===== src/hw/rtl/lwge_pkg.sv =====
// Shared constants, codes and types of the LED wave gradient engine.
package lwge_pkg;

    localparam int MAX_LEDS   = 256;
    localparam int MAX_WAVES  = 4;
    localparam int MAX_POINTS = 16;

    localparam int LED_AW = $clog2(MAX_LEDS);
    localparam int WAVE_W = $clog2(MAX_WAVES);
    localparam int PT_W   = $clog2(MAX_POINTS);
    localparam int TAB_AW = WAVE_W + PT_W;

    // Largest colour value, 255.0 in unsigned 8.8.
    localparam logic [15:0] COLOUR_MAX = 16'hFF00;

    // Width of the divider's dividend and quotient.
    localparam int DIV_W  = 33;
    localparam int DIV_NW = 6;

    // Request kinds.
    localparam logic [2:0] KIND_DEFINE = 3'd0;
    localparam logic [2:0] KIND_LOAD   = 3'd1;
    localparam logic [2:0] KIND_START  = 3'd2;
    localparam logic [2:0] KIND_TICK   = 3'd3;
    localparam logic [2:0] KIND_READ   = 3'd4;

    // Result status codes.
    localparam logic STATUS_OK  = 1'b0;
    localparam logic STATUS_BAD = 1'b1;

    // Register word indexes on the configuration port.
    localparam logic REG_LED_COUNT = 1'b0;

    // Gradient point: red, green, blue and duration.
    typedef struct packed {
        logic [7:0]       dur;
        logic [2:0][7:0]  col;
    } pt_t;

    // Per-point step widths, signed 9.8.
    typedef logic [2:0][16:0] slope_t;

    // One LED: colours in unsigned 8.8, current point and step counter.
    typedef struct packed {
        logic [7:0]        steps;
        logic [PT_W-1:0]   cur;
        logic [2:0][15:0]  col;
    } led_t;

    // Divider request and response.
    typedef struct packed {
        logic              start;
        logic [DIV_NW-1:0] nbits;
        logic [DIV_W-1:0]  dividend;
        logic [8:0]        divisor;
    } div_req_t;

    typedef struct packed {
        logic              busy;
        logic              done;
        logic [DIV_W-1:0]  quot;
        logic [8:0]        rem;
    } div_rsp_t;

endpackage


===== src/hw/rtl/lwge_div.sv =====
// Bit-serial restoring divider shared by slope, repetition length and seeding arithmetic.
module lwge_div
    import lwge_pkg::*;
(
    input  logic     aclk,
    input  logic     aresetn,
    input  div_req_t req,
    output div_rsp_t rsp
);

    logic [DIV_W-1:0]  num_reg;
    logic [DIV_W-1:0]  quot_reg;
    logic [8:0]        rem_reg;
    logic [8:0]        div_reg;
    logic [DIV_NW-1:0] cnt_reg;
    logic              busy_reg;
    logic [9:0]        trial;
    logic [9:0]        diff;

    // One quotient bit per cycle.
    assign trial = {rem_reg, num_reg[DIV_W-1]};
    assign diff  = trial - {1'b0, div_reg};

    always_ff @(posedge aclk) begin
        if (!aresetn) begin
            busy_reg <= 1'b0;
            cnt_reg  <= '0;
        end else if (req.start) begin
            busy_reg <= 1'b1;
            cnt_reg  <= req.nbits;
        end else if (busy_reg) begin
            if (cnt_reg == '0) begin
                busy_reg <= 1'b0;
            end else begin
                cnt_reg <= cnt_reg - 1'b1;
            end
        end
    end

    // Operands are aligned so that the top bit of the used range leads.
    always_ff @(posedge aclk) begin
        if (req.start) begin
            num_reg  <= req.dividend << (DIV_NW'(DIV_W) - req.nbits);
            quot_reg <= '0;
            rem_reg  <= '0;
            div_reg  <= req.divisor;
        end else if (busy_reg && cnt_reg != '0) begin
            num_reg <= {num_reg[DIV_W-2:0], 1'b0};
            if (!diff[9]) begin
                rem_reg  <= diff[8:0];
                quot_reg <= {quot_reg[DIV_W-2:0], 1'b1};
            end else begin
                rem_reg  <= trial[8:0];
                quot_reg <= {quot_reg[DIV_W-2:0], 1'b0};
            end
        end
    end

    assign rsp.busy = busy_reg;
    assign rsp.done = busy_reg && (cnt_reg == '0);
    assign rsp.quot = quot_reg;
    assign rsp.rem  = rem_reg;

endmodule


===== config.mk =====
export PLATFORM = sky130hd
export DESIGN_NAME = lwge_div
export DESIGN_NICKNAME = d
export VERILOG_FILES = /design/src/hw/rtl/lwge_pkg.sv /design/src/hw/rtl/lwge_div.sv
export SDC_FILE = /design/constraint.sdc
export NUM_CORES = 1
export LEC_CHECK = 0
export BUFFER_PORTS_ARGS = -buffer_cell sky130_fd_sc_hd__buf_2
export CORE_MARGIN = 10
export CORE_UTILIZATION = 35
export CTS_CLUSTER_DIAMETER = 200
export DETAILED_ROUTE_END_ITERATION = 7
export PLACE_DENSITY_LB_ADDON = 0.05
export SYNTH_ARGS = -nofsm -noshare
export SYNTH_HDL_FRONTEND = slang
export SYNTH_SLANG_ARGS = --single-unit

===== constraint.sdc =====
create_clock -name aclk -period 4.3 [get_ports aclk]
set_input_delay 1.075 -clock aclk [delete_from_list [all_inputs] [get_ports aclk]]
set_output_delay 1.075 -clock aclk [all_outputs]
set_load 0.03 [all_outputs]

==> flow_summary.toml, run 1 <==
[setup_path]
setup.worst_path.start_class = "primary input"
crit_required_ns = 4.37
criticalPathCategory = "in2reg"
path_max_fanout = 35
arrival_ns = 3.22
crit_path_end_kind = "flop"

[yosys]
syn-num-nets = 633
ys_types = 62
ys_warn_count = 0
yosysTopAreaCell = "edfxtp_1"
synthesis.area_sq_um = 5550
synth_edf_count = 42
yosysMostFrequentCell = "nand2_1"
ys_seq_elements = 91
synth_top_area_share_pct = 22.7
synth.avg_cell_area_sq_um = 9.76
ys_top_cells_by_count = "124 x nand2_1, 51 x a21oi_1, 49 x dfxtp_1, 42 x edfxtp_1, 29 x mux2i_1"
synth-main-ff-cell = "dfxtp_1"
syn_inst = 569
yosysSeqAreaShare_pct = 40.4
synth_area_leaders = "edfxtp_1 23%, dfxtp_1 18%, mux4_2 9.3%"
async_flop_share_pct = 0

[power_and_ir_drop]
pwr-share-clk_pct = 33.1
p_int_mw = 1.67
power_switching_mw = 0.763
powerDensity_nw_per_um2 = 374
pwr-share-seq_pct = 42.0
leakage_nw = 2.66
swShare_pct = 31.4
vdd_ir_drop_max_v = 0.000192
power_frac_comb_pct = 24.9

[hold_path]
hp-class = "reg2reg"

[cells_and_area]
final_nets = 710
synthToLayoutAreaGrowth_pct = 16.9
antennaDiodeCount = 0
drive_gt1_share_pct = 24.4
design_area_sq_um = 6490

[placement]
placed_cell_area_sq_um = 6190
place.gp.congestion = 0.847
port-buffer-count = 94
hpwlAfterDp_um = 10900

[die]
fp-row-count = 45
die_h_um = 146
die_w_um = 146
io_pins = 95
core-area_sq_um = 15400
die_area_sq_um = 21300
initial_core_util_pct = 36.1

[cts]
htree_levels = 3
clk_path_buf_depth = 2
cts_sinks = 91
clk_pin_slew_ns = 0.07
root_buffer = "clkbuf_16"
post_cts.repair.setup_buffers = 0
clock_latency_ns = 0.35
ctsResizeCount = 0
numCtsBuffers = 9
tritoncts = "built"
ctsHoldBuffers = 0

[timing]
max_freq_ghz = 0.317
drv_slew = 0
clock_skew_ns = 0.00850
relSlewSlack_pct = 43.0
report.final.setup_viol = 0
final.period_utilization_pct = 73.3
finalSetupTns_ns = 0
finalCriticalPeriod_ns = 3.15
hold_viol = 0
worstMarginPinSlew_ns = 0.855
rsz0062_at_grt = "false"

[routing]
vias = 4512
ant_nets = 0
drtIter0Drc = 252
routed_wl_um = 14600
drc = 0
dr.pass1.iters = 4
wl_per_cell_um = 16.9
vias_per_cell = 5.23

[global_route]
grt_pass1_vias = 4515
grt_max_degree = 68
overflow = 0
antenna_found_initial = 0
grt_pass1_wl_um = 24000
grt.total_usage_pct = 13.7

[job]
cap_viol_max_count = 0

[outcome]
status = "finished clean"
## through the flow
step | cells | hold slack [ns] | setup slack (ns) | total power [mW] | util [%]
2_1_floorplan | 569 | 0.502 | 0.924 | 1.48 | -
3_3_place_gp | 846 | 0.440 | 0.802 | 1.65 | 40.3
3_5_place_dp | 846 | 0.445 | 0.766 | 1.65 | 40.3
4_1_cts | 862 | 0.455 | 1.13 | 2.46 | 42.2
5_1_grt | 862 | 0.497 | 0.972 | 2.56 | 42.2
6_report | 862 | 0.452 | 1.15 | 2.43 | 42.2
## power by group through the flow
stage	Sequential [mW]	Clock, mW	Combinational [mW]
after floorplan	1.05	0	0.426
after global placement	1.04	0	0.608
after detailed placement	1.04	0	0.609
after CTS	1.02	0.829	0.612
after global routing	1.03	0.862	0.673
final	1.02	0.806	0.605
## path summary, 6_finish.rpt
path / start / endpoint / slack (ns) / depth (start not counted)
worst max-delay path: req[42] / num_reg[31]$_DFFE_PP_ / 1.15 / 6
worst min register to register: quot_reg[32]$_SDFFE_PP0P_ / quot_reg[32]$_SDFFE_PP0P_ / 0.45 / 2
worst min-delay path: quot_reg[32]$_SDFFE_PP0P_ / quot_reg[32]$_SDFFE_PP0P_ / 0.45 / 2
worst max register to register: cnt_reg[3]$_SDFFE_PN0P_ / busy_reg$_SDFF_PN0_ / 1.77 / 6
## cell usage in the layout (no fill, tap or decap), drive strengths merged, types with 2 or more instances in the layout
| master | count |
|---|---|
| o21a | 4 |
| o2bb2ai | 11 |
| a41o | 2 |
| mux2 | 8 |
| xnor2 | 10 |
| mux2i | 29 |
| dfxtp | 49 |
| edfxtp | 42 |
| nand2 | 124 |
| buf | 104 |
| and2 | 4 |
| xor2 | 5 |
| ha | 12 |
| a21o | 2 |
| o22ai | 4 |
| o2111ai | 2 |
| o211ai | 4 |
| nor4 | 5 |
| nor3b | 2 |
| a22o | 4 |
| nand3 | 9 |
| mux4 | 27 |
| nor3 | 5 |
| clkinv | 4 |
| a21oi | 51 |
| o221ai | 11 |
| and3 | 2 |
| o211a | 6 |
| nor2b | 2 |
| inv | 28 |
| a211oi | 10 |
| o21ai | 9 |
| a31oi | 2 |
| nor2 | 28 |
| a221o | 3 |
| clkbuf | 10 |
## critical path, stage by stage
cell and delay [ns]:
buf_2 0.65, mux2_2 0.42, o21ai_0 0.47, o21a_1 0.26
mux2_2 0.21, o221ai_1 0.12
## area by class of cell
class,instances,area (sq um)
clock buffer,10,250
clock inverter,6,51.3
fill,1577,8880
inverter,26,97.6
multi-input combinational,414,3040
sequential,91,2240
tap,211,264
timing repair buffer,104,546
## logic make-up (layout without fill, tap and decap cells)
family | Yosys count | count (layout) | synth area share, %
AND/OR/NAND/NOR | 187 | 187 | 14.1
AO/OA/AOI/OAI | 135 | 135 | 16.9
flip-flops | 91 | 91 | 40.4
multiplexers | 64 | 64 | 18.1
buffers and inverters | 64 | 146 | 5.07
XOR/XNOR | 15 | 15 | 2.50
adder cells (fa/ha/maj) | 13 | 13 | 3.06
## metal layers
layer | vias to the layer above | share of wire [%] | track usage (%)
li1 | 2254 | - | -
met1 | 2129 | 47 | 18.0
met2 | 109 | 46 | 21.4
met3 | 20 | 4.8 | 2.92
met4 | 0 | 2.0 | 5.26
met5 | - | 0 | 0
No activity file was read; power rests on OpenSTA's default activity.
==> run 2: changes to the inputs <==
Settings changed: ABC_AREA from default to 1.
Clock period 4.3 ns to 2.9 ns, I/O delays scaled along.
==> flow_summary.toml, run 2 <==
[cts]
clk_path_buf_depth = 2
numCtsBuffers = 9
cts_sinks = 91
tritoncts = "built"
post_cts.repair.setup_buffers = 0
ctsHoldBuffers = 0
htree_levels = 3
root_buffer = "clkbuf_16"
ctsResizeCount = 0
clock_latency_ns = 0.35
clk_pin_slew_ns = 0.07

[hold_path]
hp-class = "reg2reg"

[setup_path]
critical_path.cell_chain = "buf_2 > inv_2 > buf_4 > nand3_2 > xor2_4 > inv_1 > nand2_4 > nor2_1 > a21oi_1 > nand2_1"
crit_path_end_kind = "flop"
path_max_fanout = 33
setup.worst_path.start_class = "primary input"
rrSetupSlack_ns = 0.78
criticalPathCategory = "in2reg"
critPathMaxStageDelay_ns = 0.36
crit_required_ns = 3.01
arrival_ns = 2.39
crit_slowest_cell = "buf_4"
critPathTopFamily = "buffers and inverters"
cp_num_buf_inv = 4

[yosys]
yosysSeqAreaShare_pct = 39.3
ys_warn_count = 0
ys_seq_elements = 91
synth-main-ff-cell = "dfxtp_1"
synth_top_family_by_area = "simple AND/OR/NAND/NOR gates"
yosysMostFrequentCell = "nand2_1"
synth_area_leaders = "edfxtp_1 22%, dfxtp_1 17%, nand2_1 15%"
synth_edf_count = 42
synth_top_area_share_pct = 22.1
synth_compound_area_share_pct = 12.7
synthesis.area_sq_um = 5710
synth.avg_cell_area_sq_um = 7.42
yosysTopAreaCell = "edfxtp_1"
ys_types = 44
synthMuxAreaShare_pct = 0.351
synth_fa_ha_area_share_pct = 2.98
syn_inst = 769
ys_top_cells_by_count = "225 x nand2_1, 135 x nand3_1, 75 x inv_1, 49 x dfxtp_1, 42 x edfxtp_1"
async_flop_share_pct = 0
syn-num-nets = 833
synth_xor_xnor_area_share_pct = 2.17
yosys.area_share.simple_pct = 33.4

[routing]
wl_per_cell_um = 16.3
drtIter0Drc = 341
dr.pass1.iters = 5
vias_per_cell = 5.14
routed_wl_um = 17400
ant_nets = 0
vias = 5492
drc = 0

[timing]
relSlewSlack_pct = 63.5
report.final.setup_viol = 0
worstMarginPinSlew_ns = 0.547
clock_skew_ns = 0.00846
finalCriticalPeriod_ns = 2.28
final.period_utilization_pct = 78.8
drv_slew = 0
rsz0062_at_grt = "false"
max_freq_ghz = 0.438
hold_slack_ns = 0.479
finalSetupTns_ns = 0
hold_viol = 0

[global_route]
grt_pass1_wl_um = 28400
grt_max_degree = 67
grt_pass1_vias = 5405
grt.total_usage_pct = 16.0
overflow = 0
antenna_found_initial = 0

[cells_and_area]
mostFrequentLayoutCells = "224 x nand2_1, 135 x nand3_1, 94 x buf_2"
synthToLayoutAreaGrowth_pct = 16.9
regArea_sq_um = 2240
final_common_cell = "nand2_1"
antennaDiodeCount = 0
nFillCells = 1699
drive_gt1_share_pct = 19.1
multi_input_area_sq_um = 2950
final_nets = 911

[power_and_ir_drop]
pwr-share-clk_pct = 35.9
p_int_mw = 2.35
vdd_ir_drop_max_v = 0.000283
power_frac_comb_pct = 21.1
leakage_nw = 3.07
pwr-share-seq_pct = 43.0
power_switching_mw = 1.09
powerDensity_nw_per_um2 = 515
swShare_pct = 31.7

[die]
io_pins = 95
initial_core_util_pct = 35.8
die_h_um = 148
core-area_sq_um = 15900
die_w_um = 148
fp-row-count = 46
die_area_sq_um = 21800

[placement]
hpwlAfterDp_um = 13100
place.gp.congestion = 0.850
port-buffer-count = 94

[outcome]
status = "finished clean"

[job]
cap_viol_max_count = 0
run 2: cell types whose count changed after synthesis, sizes merged, moves of 10 or more:
cell,previous run,this run
mux2i,29,2
mux4,27,0
o211ai,4,28
a21oi,51,12
o22ai,4,32
a211oi,10,0
nand2,124,228
o21ai,9,26
nand3,9,149
o2bb2ai,11,0
inv,24,81
run 2: stage by stage:
step	instances	instance area, sq um	power [mW]	util [%]	setup slack [ns]
floorplan	769	5710	2.01	-	0.236
global placement	1052	6360	2.23	39.9	0.222
detailed placement	1052	6360	2.23	39.9	0.237
CTS	1068	6670	3.48	41.8	0.607
global route	1068	6670	3.63	41.8	0.485
finish	1068	6670	3.43	41.8	0.615
run 2: cell type report:
cell class / count / area share, %
sequential: 91 / 33.6
clock buffer: 10 / 3.75
tap: 216 / 4.05
clock inverter: 6 / 0.938
timing repair buffer: 108 / 8.81
inverter: 81 / 4.63
multi-input combinational: 556 / 44.2
run 2: power by group through the flow:
stage	sequential (mW)	clock [mW]	combinational (mW)
floorplan	1.50	0	0.508
global placement	1.51	0	0.719
detailed placement	1.51	0	0.724
CTS	1.48	1.27	0.725
global route	1.49	1.33	0.810
finish	1.48	1.23	0.723
run 2: worst reg2reg max path: cells and delay by family, from the launching register on:
family	cells	cell delay [ns]
flip-flops	1	0.36
adder cells (fa/ha/maj)	2	0.65
AND/OR/NAND/NOR	8	0.60
buffers and inverters	1	0.05
AO/OA/AOI/OAI	1	0.42
run 2: cells by family after synthesis:
logic type               count (synthesis)
multiplexers                             2
AO/OA/AOI/OAI                          112
buffers and inverters                  122
XOR/XNOR                                 9
AND/OR/NAND/NOR                        420
adder cells (fa/ha/maj)                 13
flip-flops                              91
run 2: worst paths after layout:
kind / startpoint / to / cells after the start
max: req[43] / num_reg[21]$_DFFE_PP_ / 10
min: cnt_reg[4]$_SDFFE_PN0P_ / cnt_reg[4]$_SDFFE_PN0P_ / 2
max reg2reg: num_reg[32]$_DFFE_PP_ / rem_reg[6]$_SDFFE_PP0P_ / 12
min reg2reg: cnt_reg[4]$_SDFFE_PN0P_ / cnt_reg[4]$_SDFFE_PN0P_ / 2
run 2: layer usage:
layer  vias to the layer above  global-route usage, %  wire length [um]
met4                         0                   5.40               349
met1                      2567                   19.7              7650
li1                       2764                      -                 -
met5                         -                      0                 0
met2                       139                   27.1              8530
met3                        22                   3.45               834
==> run 3: changes to the inputs <==
Clock period 2.9 ns to 2.3 ns, I/O delays scaled along.
==> flow_summary.toml, run 3 (synthesis gave the netlist of run 2 again) <==
[outcome]
status = "finished clean"

[setup_path]
path_max_fanout = 5
r2r_start = "rem_reg[3]$_SDFFE_PP0P_"
r2r_cells = 9
critPathMaxStageDelay_ns = 0.30
critical_path.cell_chain = "inv_1 > ha_1 > nand4_1 > nor2_1 > buf_2"
rrSetupSlack_ns = 0.31
critPathTopFamily = "buffers and inverters"
criticalPathCategory = "reg2out"
timing.rr.end = "rem_reg[7]$_SDFFE_PP0P_"
cp_num_buf_inv = 2
crit_required_ns = 1.73
arrival_ns = 1.45
setup.worst_path.start_class = "flop"
crit_slowest_cell = "dfxtp_1"
crit_path_end_kind = "primary output"

[die]
die_w_um = 148
die_h_um = 148
fp-row-count = 46
io_pins = 95
die_area_sq_um = 21800
initial_core_util_pct = 35.8
core-area_sq_um = 15900

[timing]
report.final.setup_viol = 0
max_freq_ghz = 0.494
hold_viol = 0
rsz0062_at_grt = "false"
final.period_utilization_pct = 88.1
finalCriticalPeriod_ns = 2.03
drv_slew = 0
worstMarginPinSlew_ns = 0.515
finalSetupTns_ns = 0
hold_slack_ns = 0.399
fin_ws_ns = 0.274
relSlewSlack_pct = 65.3
clock_skew_ns = 0.00831

[cts]
clk_pin_slew_ns = 0.07
root_buffer = "clkbuf_16"
post_cts.repair.setup_buffers = 0
clk_path_buf_depth = 2
htree_levels = 3
cts_sinks = 91
tritoncts = "built"
clock_latency_ns = 0.35
ctsResizeCount = 0
ctsHoldBuffers = 0
numCtsBuffers = 9

[cells_and_area]
final_common_cell = "nand2_1"
instances_no_fill = 1078
synthToLayoutAreaGrowth_pct = 18.8
mostFrequentLayoutCells = "224 x nand2_1, 135 x nand3_1, 94 x buf_2"
drive_gt1_share_pct = 20.1
regArea_sq_um = 2240
antennaDiodeCount = 0
final_nets = 921
nFillCells = 1705
multi_input_area_sq_um = 2950

[routing]
highest_layer = "met4"
vias = 5518
drt-met1-wl_um = 7470
drc = 0
routed_wl_um = 17000
ant_nets = 0
drtIter0Drc = 353
wl_per_cell_um = 15.7
wl_met3_um = 919
vias_per_cell = 5.12
dr.pass1.iters = 5
wl_met2_um = 8290

[global_route]
grt_max_degree = 67
grt_pass1_vias = 5421
overflow = 0
grt_pass1_wl_um = 27500
grt.total_usage_pct = 15.4
antenna_found_initial = 0

[placement]
hpwlAfterDp_um = 13200
dp_cells = 1062
pre_cts_slack_ns = 0.0381
port-buffer-count = 94
place.gp.congestion = 0.845

[power_and_ir_drop]
total_power_mw = 4.29
leakage_nw = 3.12
vdd_ir_drop_max_v = 0.000343
powerDensity_nw_per_um2 = 633

[hold_path]
hold_depth = 1
min_from = "req[5]"
hold_end = "div_reg[5]$_DFFE_PP_"
hp-class = "in2reg"

[job]
cap_viol_max_count = 0
run 3: stage by stage:
stage | utilization (%) | area, sq um
finish | 42.5 | 6780
global placement | 40.6 | 6470
CTS | 42.5 | 6780
detailed placement | 40.6 | 6470
global route | 42.5 | 6780
floorplan | - | 5710
run 3: layout make-up:
class / count / area share, %
repair buffers: 118 / 10.3
clock inverters: 7 / 1.20
inverters: 81 / 4.56
well taps: 216 / 3.99
multi-input cells: 556 / 43.5
flip-flops and latches: 91 / 33.1
clock buffers: 9 / 3.32
run 3: worst register-to-register path, cell delays in order (launching register included):
cell and delay, ns:
dfxtp_1 0.35, ha_1 0.36, a21oi_1 0.27, o21ai_0 0.14, nand2_1 0.14, nand4_2 0.23, nand2_1 0.20, nand2_1 0.06
nand3_1 0.07, nand2_1 0.06
run 3: worst max path at each step:
stage / slack, ns / to / cells after the start / start
global route: 0.04 / rem_reg[4]$_SDFFE_PP0P_ / 9 / rem_reg[3]$_SDFFE_PP0P_
floorplan: 0.07 / num_reg[22]$_DFFE_PP_ / 10 / req[43]
CTS: 0.24 / rsp[42] / 5 / cnt_reg[0]$_SDFFE_PN0P_
finish: 0.27 / rsp[42] / 5 / cnt_reg[0]$_SDFFE_PN0P_
detailed placement: 0.04 / num_reg[17]$_DFFE_PP_ / 10 / req[43]
global placement: 0.009 / num_reg[30]$_DFFE_PP_ / 10 / req[43]
run 3: power breakdown:
group / switching, mW / internal (mW) / leakage (nW)
logic: 0.614 / 0.331 / 2.14
registers: 0.0429 / 1.82 / 0.830
clock network: 0.704 / 0.774 / 0.150
total: 1.36 / 2.93 / 3.12
run 3: metal layers:
layer | vias up | GRT usage [%]
met3 | 16 | 3.51
met2 | 143 | 26.9
met4 | 0 | 4.51
li1 | 2785 | -
met1 | 2574 | 18.5
met5 | - | 0
